## src/rtl/zzp_pkg.sv

```systemverilog
`timescale 1ns / 1ps
// ----------------------------------------------------------------------------
// zzp_pkg
// Shared types and constants of the zigzag pivot detector.
// ----------------------------------------------------------------------------
package zzp_pkg;

    localparam int MAX_SERIES_LEN_DEF = 65536;
    localparam int PRICE_BITS_DEF     = 32;

    localparam int IDX_W   = 16;
    localparam int PRICE_W = 32;
    localparam int THR_W   = 16;

    localparam logic [THR_W-1:0] THR_RESET = 16'd655;
    localparam logic [THR_W-1:0] THR_MIN   = 16'd66;
    localparam int               FRAC_ONE  = 65536;

    // result queue depth, power of two
    localparam int FIFO_DEPTH = 4;

    typedef enum logic [1:0] {
        TREND_NONE = 2'd0,
        TREND_UP   = 2'd1,
        TREND_DOWN = 2'd2
    } trend_t;

    typedef struct packed {
        logic [PRICE_W-1:0] price_sample;
        logic               series_last;
    } zzp_in_t;

    typedef struct packed {
        logic [IDX_W-1:0]   pivot_index;
        logic [PRICE_W-1:0] pivot_price;
        logic               trailing_pivot;
        logic               run_end;
    } zzp_out_t;

    // results of one request, in order: res0 then res1
    typedef struct packed {
        logic [1:0] count;
        zzp_out_t   res0;
        zzp_out_t   res1;
    } zzp_push_t;

endpackage

```

## src/rtl/zigzag_pivot_detector_top.sv

```systemverilog
`timescale 1ns / 1ps
// ----------------------------------------------------------------------------
// zigzag_pivot_detector_top
// Percent-reversal zigzag pivot detector over a stream of Q16.16 prices.
//
//   channel   handshake             payload
//   in        in_valid / in_stall   in_data   (price_sample, series_last)
//   out       out_valid / out_stall out_data  (index, price, trailing, run_end)
//   cfg       cfg_write             cfg_data  (reversal_threshold)
//
// One sample per cycle while the queue has room: input register, one 16x32
// threshold multiply and compare, then a four-entry result queue. Results pass
// through the input register and the queue. A sample is held in the input
// register while the queue lacks space for two results. Reset clears trend
// state, queue and sets the threshold to 655; no clearing pass.
// ----------------------------------------------------------------------------
module zigzag_pivot_detector_top #(
    parameter int MAX_SERIES_LEN = zzp_pkg::MAX_SERIES_LEN_DEF,
    parameter int PRICE_BITS     = zzp_pkg::PRICE_BITS_DEF
) (
    input  logic                      clk,
    input  logic                      rst_n,
    input  logic                      in_valid,
    output logic                      in_stall,
    input  zzp_pkg::zzp_in_t          in_data,
    output logic                      out_valid,
    input  logic                      out_stall,
    output zzp_pkg::zzp_out_t         out_data,
    input  logic                      cfg_write,
    input  logic [zzp_pkg::THR_W-1:0] cfg_data
);
    import zzp_pkg::*;

    logic [THR_W-1:0] thr_reg;
    logic             in_valid_reg, in_valid_next;
    zzp_in_t          in_reg;
    logic             room;
    logic             proc_fire;
    logic             in_accept;
    zzp_push_t        push;

    assign proc_fire     = in_valid_reg && room;
    assign in_stall      = in_valid_reg && !proc_fire;
    assign in_accept     = in_valid && !in_stall;
    assign in_valid_next = in_accept || (in_valid_reg && !proc_fire);

    always_ff @(posedge clk or negedge rst_n)
    begin
        if (!rst_n)
        begin
            thr_reg      <= THR_RESET;
            in_valid_reg <= 1'b0;
        end
        else
        begin
            if (cfg_write)
                thr_reg <= cfg_data;
            in_valid_reg <= in_valid_next;
        end
    end

    always_ff @(posedge clk)
    begin
        if (in_accept)
            in_reg <= in_data;
    end

    zzp_core #(
        .MAX_SERIES_LEN (MAX_SERIES_LEN),
        .PRICE_BITS     (PRICE_BITS)
    ) u_core (
        .clk   (clk),
        .rst_n (rst_n),
        .fire  (proc_fire),
        .item  (in_reg),
        .thr   (thr_reg),
        .push  (push)
    );

    zzp_out_fifo u_fifo (
        .clk       (clk),
        .rst_n     (rst_n),
        .push      (push),
        .room      (room),
        .out_valid (out_valid),
        .out_stall (out_stall),
        .out_data  (out_data)
    );

    // two results only come from the final sample of a series
    a_two_only_last: assert property (@(posedge clk) disable iff (!rst_n)
        (push.count == 2'd2) |-> (proc_fire && in_reg.series_last))
        else $error("two results from a non-final sample");

    // no request pushed without a processed sample
    a_push_needs_fire: assert property (@(posedge clk) disable iff (!rst_n)
        (push.count != 2'd0) |-> proc_fire)
        else $error("result pushed without a sample");

    // a held sample is neither lost nor changed
    a_hold_sample: assert property (@(posedge clk) disable iff (!rst_n)
        (in_valid_reg && !proc_fire) |=> (in_valid_reg && $stable(in_reg)))
        else $error("held sample lost or changed");

endmodule

```

## src/rtl/zzp_core.sv

```systemverilog
`timescale 1ns / 1ps
// ----------------------------------------------------------------------------
// zzp_core
// Trend state and single-pass pivot decision, one sample per cycle while fire is high.
// ----------------------------------------------------------------------------
module zzp_core #(
    parameter int MAX_SERIES_LEN = zzp_pkg::MAX_SERIES_LEN_DEF,
    parameter int PRICE_BITS     = zzp_pkg::PRICE_BITS_DEF
) (
    input  logic                     clk,
    input  logic                     rst_n,
    input  logic                     fire,
    input  zzp_pkg::zzp_in_t         item,
    input  logic [zzp_pkg::THR_W-1:0] thr,
    output zzp_pkg::zzp_push_t       push
);
    import zzp_pkg::*;

    localparam int PW = (PRICE_BITS < PRICE_W) ? PRICE_BITS : PRICE_W;
    localparam int RW = (PW > 17) ? PW : 17;
    localparam int CW = THR_W + RW;
    localparam int IDX_MAX_I = (MAX_SERIES_LEN - 1 > 65535) ? 65535 : MAX_SERIES_LEN - 1;
    localparam logic [IDX_W-1:0] IDX_MAX = IDX_W'(IDX_MAX_I);

    trend_t           trend_reg, trend_next;
    logic [PW-1:0]    ext_price_reg, ext_price_next;
    logic [IDX_W-1:0] ext_idx_reg, ext_idx_next;
    logic [IDX_W-1:0] count_reg, count_next;
    logic [IDX_W-1:0] emit_idx_reg, emit_idx_next;

    logic [PW-1:0]    price;
    logic [THR_W-1:0] thr_eff;
    logic [PW-1:0]    diff;
    logic [RW-1:0]    ref_val;
    logic [CW-1:0]    lhs, rhs;
    logic             hit;

    logic             conf;
    zzp_out_t         conf_res;
    logic             tail;
    zzp_out_t         tail_res;

    assign price   = item.price_sample[PW-1:0];
    assign thr_eff = (thr < THR_MIN) ? THR_MIN : thr;
    assign diff    = (price >= ext_price_reg) ? price - ext_price_reg
                                              : ext_price_reg - price;
    // zero reference taken as 1.0
    assign ref_val = (ext_price_reg == '0) ? RW'(FRAC_ONE) : RW'(ext_price_reg);
    assign lhs     = CW'({diff, 16'h0000});
    assign rhs     = CW'(thr_eff) * CW'(ref_val);
    assign hit     = lhs >= rhs;

    always_comb
    begin
        trend_next     = trend_reg;
        ext_price_next = ext_price_reg;
        ext_idx_next   = ext_idx_reg;
        count_next     = count_reg;
        emit_idx_next  = emit_idx_reg;
        push           = '0;
        conf           = 1'b0;
        conf_res       = '0;
        tail           = 1'b0;
        tail_res       = '0;

        if (fire)
        begin
            if (count_reg == '0)
            begin
                if (!item.series_last)
                begin
                    trend_next     = TREND_NONE;
                    ext_price_next = price;
                    ext_idx_next   = '0;
                    emit_idx_next  = '0;
                    count_next     = IDX_W'(1);
                    push.count     = 2'd1;
                    push.res0      = '{pivot_index: '0, pivot_price: PRICE_W'(price),
                                       trailing_pivot: 1'b0, run_end: 1'b1};
                end
            end
            else
            begin
                case (trend_reg)
                    TREND_NONE:
                    begin
                        if (hit)
                        begin
                            trend_next     = (price > ext_price_reg) ? TREND_UP : TREND_DOWN;
                            ext_price_next = price;
                            ext_idx_next   = count_reg;
                        end
                    end
                    TREND_UP:
                    begin
                        if (price > ext_price_reg)
                        begin
                            ext_price_next = price;
                            ext_idx_next   = count_reg;
                        end
                        else if (hit)
                        begin
                            conf           = 1'b1;
                            emit_idx_next  = ext_idx_reg;
                            trend_next     = TREND_DOWN;
                            ext_price_next = price;
                            ext_idx_next   = count_reg;
                        end
                    end
                    TREND_DOWN:
                    begin
                        if (price < ext_price_reg)
                        begin
                            ext_price_next = price;
                            ext_idx_next   = count_reg;
                        end
                        else if (hit)
                        begin
                            conf           = 1'b1;
                            emit_idx_next  = ext_idx_reg;
                            trend_next     = TREND_UP;
                            ext_price_next = price;
                            ext_idx_next   = count_reg;
                        end
                    end
                    default:
                    begin
                        trend_next = TREND_NONE;
                    end
                endcase

                conf_res = '{pivot_index: ext_idx_reg, pivot_price: PRICE_W'(ext_price_reg),
                             trailing_pivot: 1'b0, run_end: 1'b0};

                if (count_reg < IDX_MAX)
                    count_next = count_reg + IDX_W'(1);

                // pending extreme flushed on the last sample
                tail     = item.series_last && (emit_idx_next != ext_idx_next);
                tail_res = '{pivot_index: ext_idx_next, pivot_price: PRICE_W'(ext_price_next),
                             trailing_pivot: 1'b1, run_end: 1'b1};

                if (conf && tail)
                begin
                    push.count = 2'd2;
                    push.res0  = conf_res;
                    push.res1  = tail_res;
                end
                else if (conf)
                begin
                    push.count        = 2'd1;
                    push.res0         = conf_res;
                    push.res0.run_end = 1'b1;
                end
                else if (tail)
                begin
                    push.count = 2'd1;
                    push.res0  = tail_res;
                end
            end

            if (item.series_last)
            begin
                trend_next     = TREND_NONE;
                ext_price_next = '0;
                ext_idx_next   = '0;
                count_next     = '0;
                emit_idx_next  = '0;
            end
        end
    end

    always_ff @(posedge clk or negedge rst_n)
    begin
        if (!rst_n)
        begin
            trend_reg     <= TREND_NONE;
            ext_price_reg <= '0;
            ext_idx_reg   <= '0;
            count_reg     <= '0;
            emit_idx_reg  <= '0;
        end
        else
        begin
            trend_reg     <= trend_next;
            ext_price_reg <= ext_price_next;
            ext_idx_reg   <= ext_idx_next;
            count_reg     <= count_next;
            emit_idx_reg  <= emit_idx_next;
        end
    end

endmodule

```

## src/rtl/zzp_out_fifo.sv

```systemverilog
`timescale 1ns / 1ps
// ----------------------------------------------------------------------------
// zzp_out_fifo
// Result queue: takes up to two results a cycle, delivers one a cycle while out_stall is low.
// ----------------------------------------------------------------------------
module zzp_out_fifo (
    input  logic               clk,
    input  logic               rst_n,
    input  zzp_pkg::zzp_push_t push,
    output logic               room,
    output logic               out_valid,
    input  logic               out_stall,
    output zzp_pkg::zzp_out_t  out_data
);
    import zzp_pkg::*;

    localparam int AW = $clog2(FIFO_DEPTH);
    localparam int LW = AW + 1;

    zzp_out_t        mem_reg [FIFO_DEPTH];
    logic [AW-1:0]   wr_ptr_reg, wr_ptr_next;
    logic [AW-1:0]   rd_ptr_reg, rd_ptr_next;
    logic [LW-1:0]   level_reg, level_next;
    logic            pop;
    logic [LW-1:0]   level_after_pop;

    assign out_valid       = level_reg != '0;
    assign out_data        = mem_reg[rd_ptr_reg];
    assign pop             = out_valid && !out_stall;
    assign level_after_pop = level_reg - LW'(pop);
    // space for a worst-case request this cycle
    assign room            = level_after_pop <= LW'(FIFO_DEPTH - 2);

    assign wr_ptr_next = wr_ptr_reg + AW'(push.count);
    assign rd_ptr_next = rd_ptr_reg + AW'(pop);
    assign level_next  = level_after_pop + LW'(push.count);

    always_ff @(posedge clk)
    begin
        if (push.count != 2'd0)
            mem_reg[wr_ptr_reg] <= push.res0;
        if (push.count == 2'd2)
            mem_reg[wr_ptr_reg + AW'(1)] <= push.res1;
    end

    always_ff @(posedge clk or negedge rst_n)
    begin
        if (!rst_n)
        begin
            wr_ptr_reg <= '0;
            rd_ptr_reg <= '0;
            level_reg  <= '0;
        end
        else
        begin
            wr_ptr_reg <= wr_ptr_next;
            rd_ptr_reg <= rd_ptr_next;
            level_reg  <= level_next;
        end
    end

endmodule
```

## config.mk

```make
export PLATFORM = sky130hd
export DESIGN_NAME = zigzag_pivot_detector_top
export DESIGN_NICKNAME = d
export VERILOG_FILES = /design/src/rtl/zzp_pkg.sv /design/src/rtl/zigzag_pivot_detector_top.sv /design/src/rtl/zzp_core.sv /design/src/rtl/zzp_out_fifo.sv
export SDC_FILE = /design/constraint.sdc
export NUM_CORES = 2
export LEC_CHECK = 0
export BUFFER_PORTS_ARGS = -buffer_cell sky130_fd_sc_hd__buf_2
export CORE_MARGIN = 1.5
export CORE_UTILIZATION = 60
export CTS_BUF_LIST = sky130_fd_sc_hd__clkbuf_4 sky130_fd_sc_hd__clkbuf_8
export DETAILED_ROUTE_END_ITERATION = 8
export PLACE_DENSITY = 0.77
export SKIP_CTS_REPAIR_TIMING = 1
export SLEW_MARGIN = 20
export SYNTH_ARGS = -nofsm -noshare
export SYNTH_HDL_FRONTEND = slang
export SYNTH_SLANG_ARGS = --single-unit
```

## constraint.sdc

```tcl
create_clock -name clk -period 16.7 [get_ports clk]
set_input_delay 1.67 -clock clk [delete_from_list [all_inputs] [get_ports clk]]
set_output_delay 1.67 -clock clk [all_outputs]
set_load 0.02 [all_outputs]
```

Word level (Yosys, flattened, before mapping)
Memories as Yosys holds them, arrays and structs flattened.
Cells that the tools add are included.
{"block": "totals", "register_bits": 139, "ramBits": 200, "n_memories": 1}
{"memory": "u_fifo.mem_reg", "words": 4, "word_bits": 50, "read_ports": 1, "rd_clocked_by_memory_dff": 0, "wr": 2, "line_no": "zzp_out_fifo.sv:20", "source": "zzp_out_t mem_reg [FIFO_DEPTH];"}
{"block": "op_classes", "n_addsub": 8, "n_mul": 1, "n_lt_le_gt_ge": 7, "n_eq_ne": 9, "mux": 55, "reduce_logical": 18}
{"operator": "16-bit two-way mux", "n": 18}
{"operator": "32-bit two-way mux", "n": 7}
{"operator": "51-bit two-way mux", "n": 3}
{"operator": "52-bit two-way mux", "n": 2}
{"operator": "102-bit two-way mux", "n": 1}
{"operator": "50-bit two-way mux", "n": 2}
{"operator": "32-bit case mux with 3 select lines", "n": 1}
{"operator": "32-bit subtractor", "n": 2}
{"operator": "48-bit greater-or-equal comparator", "n": 1}
{"operator": "16-bit by 32-bit multiplier with 48-bit output", "n": 1}
{"operator": "16-bit case mux with 3 select lines", "n": 1}
{"operator": "32-bit greater-or-equal comparator", "n": 1}
{"operator": "32-bit > comparator", "n": 1}
{"operator": "32-bit zero test", "n": 1}
{"operator": "32-bit < comparator", "n": 1}
{"operator": "16-bit case mux with 2 select lines", "n": 1}
{"operator": "16-bit by 1-bit adder with 16-bit output, second input constant", "n": 1}
{"operator": "16-bit zero test", "n": 1}
{"operator": "16-bit < comparator, second input constant", "n": 1}
{"operator": "16-bit by 7-bit < comparator with 1-bit output, second input constant", "n": 1}
{"operator": "2-bit two-way mux", "n": 8}
{"operator": "16-bit != test", "n": 1}
{"operator": "4-bit by 2-bit != test with 1-bit output, second input constant", "n": 3}
{"operator": "1-bit two-way mux", "n": 9}
{"operator": "other kinds (19)", "n": 29}

Longest topological paths before layout
{"block": "logic_depth", "depth_word": 19, "mapped_depth": 61}

Modules after synthesis
A second synthesis with hierarchy kept.
{"block": "unflattened", "hier_cells": 3936, "area_unflattened_um2": 38276.7}
{"module": "zzp_core", "instances": 1, "cells_each": 3329, "area_per_inst_um2": 26349.0}
{"module": "zzp_out_fifo", "instances": 1, "cells_each": 534, "area_per_inst_um2": 10226.1}
{"module": "zigzag_pivot_detector_top", "instances": 1, "cells_each": 73, "area_per_inst_um2": 1701.6}

Worst setup path before layout
OpenSTA, ideal clock, no wires.
{"block": "synth_path", "path_kind": "register to register", "startpoint": "reg thr_reg[7]", "endpoint": "mem u_fifo.mem_reg[1][0] in the netlist's numbering, enable pin", "arrival_ns": 14.854, "setup_slack_ns": 1.389, "stages_incl_launch_ff": 54, "period_less_slack_ns": 15.311, "cell_sequence": "dfstp_2 clkbuf_1 or3b_1 o211a_1 nor2_1 or2_2 clkbuf_1 clkbuf_1 nand2_1 fa_1 fa_1 inv_1 fa_1 inv_1 fa_1 fa_1 fa_1 inv_1 [18 not listed] nand4_1 a2111o_1 a2111oi_4 a21oi_2 a21o_1 buf_6 a32oi_1 xor2_1 nor3_2 and3_1 a21boi_0 ha_1 nor2_1 o21ai_0 inv_1 nor2_1 a21oi_1 nor2_1"}
{"item": "from (decl)", "line_no": "zigzag_pivot_detector_top.sv:34", "source": "logic [THR_W-1:0] thr_reg;"}
{"item": "from (signal assigned)", "line_no": "zigzag_pivot_detector_top.sv:57", "source": "thr_reg <= cfg_data;"}
{"item": "to (decl)", "line_no": "zzp_out_fifo.sv:20"}

==> impl_metrics.yaml <==
outcome:
  status: "finished, final reports clean"
synth:
  avgSynthCellArea_sq_um: 9.554
  synth_common_cells: "571 x inv_1, 532 x nand2_1, 421 x fa_1, 233 x edfxtp_1, 228 x ha_1"
  yosys.cell_count.top_type: "inv_1"
  synth_top_family_by_area: "adder cells"
  yosys.area_share.simple: 0.1309
  synthesis.area_sq_um: 36350
  synth-main-ff-cell: "edfxtp_1"
  synth.distinct_cells: 82
  muxShareOfSynthArea: 0.03734
  yosys.area.top_type: "fa_1"
  syn_inst: 3805
  synth-async-reset-ratio: 0.3127
  syn_nets: 4508
  synth_edf_count: 233
  synthXorXnorAreaFrac: 0.02265
  yosysSeqAreaShare: 0.2656
  yosys_register_bits: 339
  synthTopCellsByArea: "fa_1 23%, edfxtp_1 19%, ha_1 7.8%"
  synth-compound-area-share: 0.1439
  synth_top_area_frac: 0.2318
  synthAdderAreaFrac: 0.3103
  ys.warnings.count: 0
timing:
  finalClockSkew_ns: 0.07534
  min_period_ns: 15.80
  finalSetupViolCount: 0
  drv_slew: 0
  grt_setup_unrepaired: "no"
  setup_tns_ns: 0
  worst_pin_slew_ns: 1.117
  hold_viol_final: 0
  fin_crit_sh: 0.9462
  fmax_mhz: 63.28
  relSlewSlack: 0.2555
global_routing:
  grt_use_total: 0.3306
  grt_overflow: 0
  antenna_found_initial: 2
  grt_pass1_wl_microns: 162000
  grt_max_degree: 70
  grt_pass1_vias: 29610
worst_setup_path:
  worstSetupStartpointType: "register"
  reg2reg_setup_slack_ns: 0.90
  r2r_cells: 55
  worstPathArrival_ns: 16.16
  slowest_delay_ns: 0.60
  crit_top_cell: "fa_1"
  crit_type: "register to register"
  cp.required_ns: 17.05
  endpoint_kind: "register"
  worstPathMaxFanout: 35
  cpMaxStageDelayCell: "nor3_4"
drt:
  vias_per_cell: 6.280
  ant_nets: 0
  drc: 0
  drtIter0Drc: 3222
  vias: 29030
  drt_wl_total_microns: 100600
  dr.pass1.iters: 8
  wl_per_cell_microns: 21.77
layout:
  fin_nets: 4493
  largest_reg_flops: 200
  drive_above_1_share: 0.1070
  area_growth_pct: 7.166
cts:
  ctsRootBufferMaster: "clkbuf_8"
  cts_made_buffers: 58
  cts_tree: "done"
  clkLatencyLatePin_ns: 0.70
  clkTransAtPathRegs_ns: 0.06
  clkSinkCount: 339
  htreeDepth: 2
  cts_max_path_buffers: 3
place:
  place_congestion: 0.9715
  detailed_place_hpwl_microns: 73520
  port_buffers: 105
worst_hold_path:
  worstHoldPathCells: 2
  worstHoldPathType: "register to register"
floorplanning:
  core-area_sq_um: 60130
  die_h_microns: 249.2
  die_area_sq_um: 62080
  ios: 106
  num_rows: 90
  start_util: 0.6046
  die_w_microns: 249.2
run:
  max-cap-violations: 0
## layer usage
| layer | wire length, microns | global-route usage |
|---|---|---|
| met3 | 9150 | 0.04671 |
| met2 | 47290 | 0.5385 |
| met4 | 4193 | 0.1343 |
| met1 | 39980 | 0.4493 |
| met5 | 13 | 0 |
## final cells by class
cell class | instances | area (sq um)
antenna | 1 | 2.502
clock buffer | 95 | 1151
clock inverter | 15 | 215.2
fill | 4885 | 21170
timing repair buffer | 178 | 1159
multi-input combinational | 2641 | 23640
inverter | 572 | 2147
tap | 782 | 978.4
sequential | 339 | 9662
## layout by cell type (no fill, tap or decap), types with 8 or more instances in the layout
cell type and n:
a211oi_1 17, a21boi_0 10, a21o_1 56, a21oi_1 163
a22o_1 46, a22oi_1 46, a31oi_1 21, a32oi_2 9
and2_1 172, and3_1 14, buf_2 104, buf_4 66
clkbuf_4 25, clkbuf_8 70, dfrtp_1 98, edfxtp_1 233
fa_1 421, ha_1 228, inv_1 571, mux2_2 17
mux4_2 50, nand2_1 531, nand2b_1 25, nand3_1 23
nand4_1 30, nor2_1 106, nor2b_1 12, nor3_1 22
nor4_1 13, o211ai_1 11, o21a_1 8, o21ai_0 162
o21bai_1 16, o22ai_1 169, or3_1 14, xnor2_1 58
xor2_1 36
## stage by stage
step                        util  hold slack [ns]  instances  worst slack, ns  area (sq um)
after floorplan                -           0.4507       3805            1.389         36350
after global placement    0.6233           0.4730       4511           0.7160         37480
after detailed placement  0.6233           0.4787       4511           0.1872         37480
after CTS                 0.6460           0.4940       4621          0.09610         38850
after global routing      0.6479           0.5273       4623          0.05188         38960
final                     0.6479           0.4954       4623           0.8979         38960
## cell families after synthesis
group / Yosys count
buf+inv: 826
simple gates: 1017
fa+ha+maj: 649
mux: 71
compound gates: 809
xor+xnor: 94
flops: 339
## worst paths after layout
kind,start,end
max in group asynchronous,rst_n,u_core.ext_price_reg[28]
setup / recovery,thr_reg[1],u_fifo.mem_reg[0][17]
hold reg to reg,u_core.emit_idx_reg[4],u_core.emit_idx_reg[4]
setup reg to reg,thr_reg[1],u_fifo.mem_reg[0][17]
min in group asynchronous,rst_n,u_fifo.rd_ptr_reg[1]
hold / removal,u_core.emit_idx_reg[4],u_core.emit_idx_reg[4]
## worst max-delay path, delay by kind of cell (launching register included)
family / cells / cell delay [ns]
flip-flops: 1 / 0.41
AND/OR/NAND/NOR: 16 / 4.48
buffers and inverters: 8 / 1.11
AO/OA/AOI/OAI: 21 / 5.42
adder cells (fa/ha/maj): 9 / 3.86
XOR/XNOR: 1 / 0.09
Power is left out: the tool's default activity adds up to more than one toggle a clock period on the data nets, which glitch-free logic cannot reach.
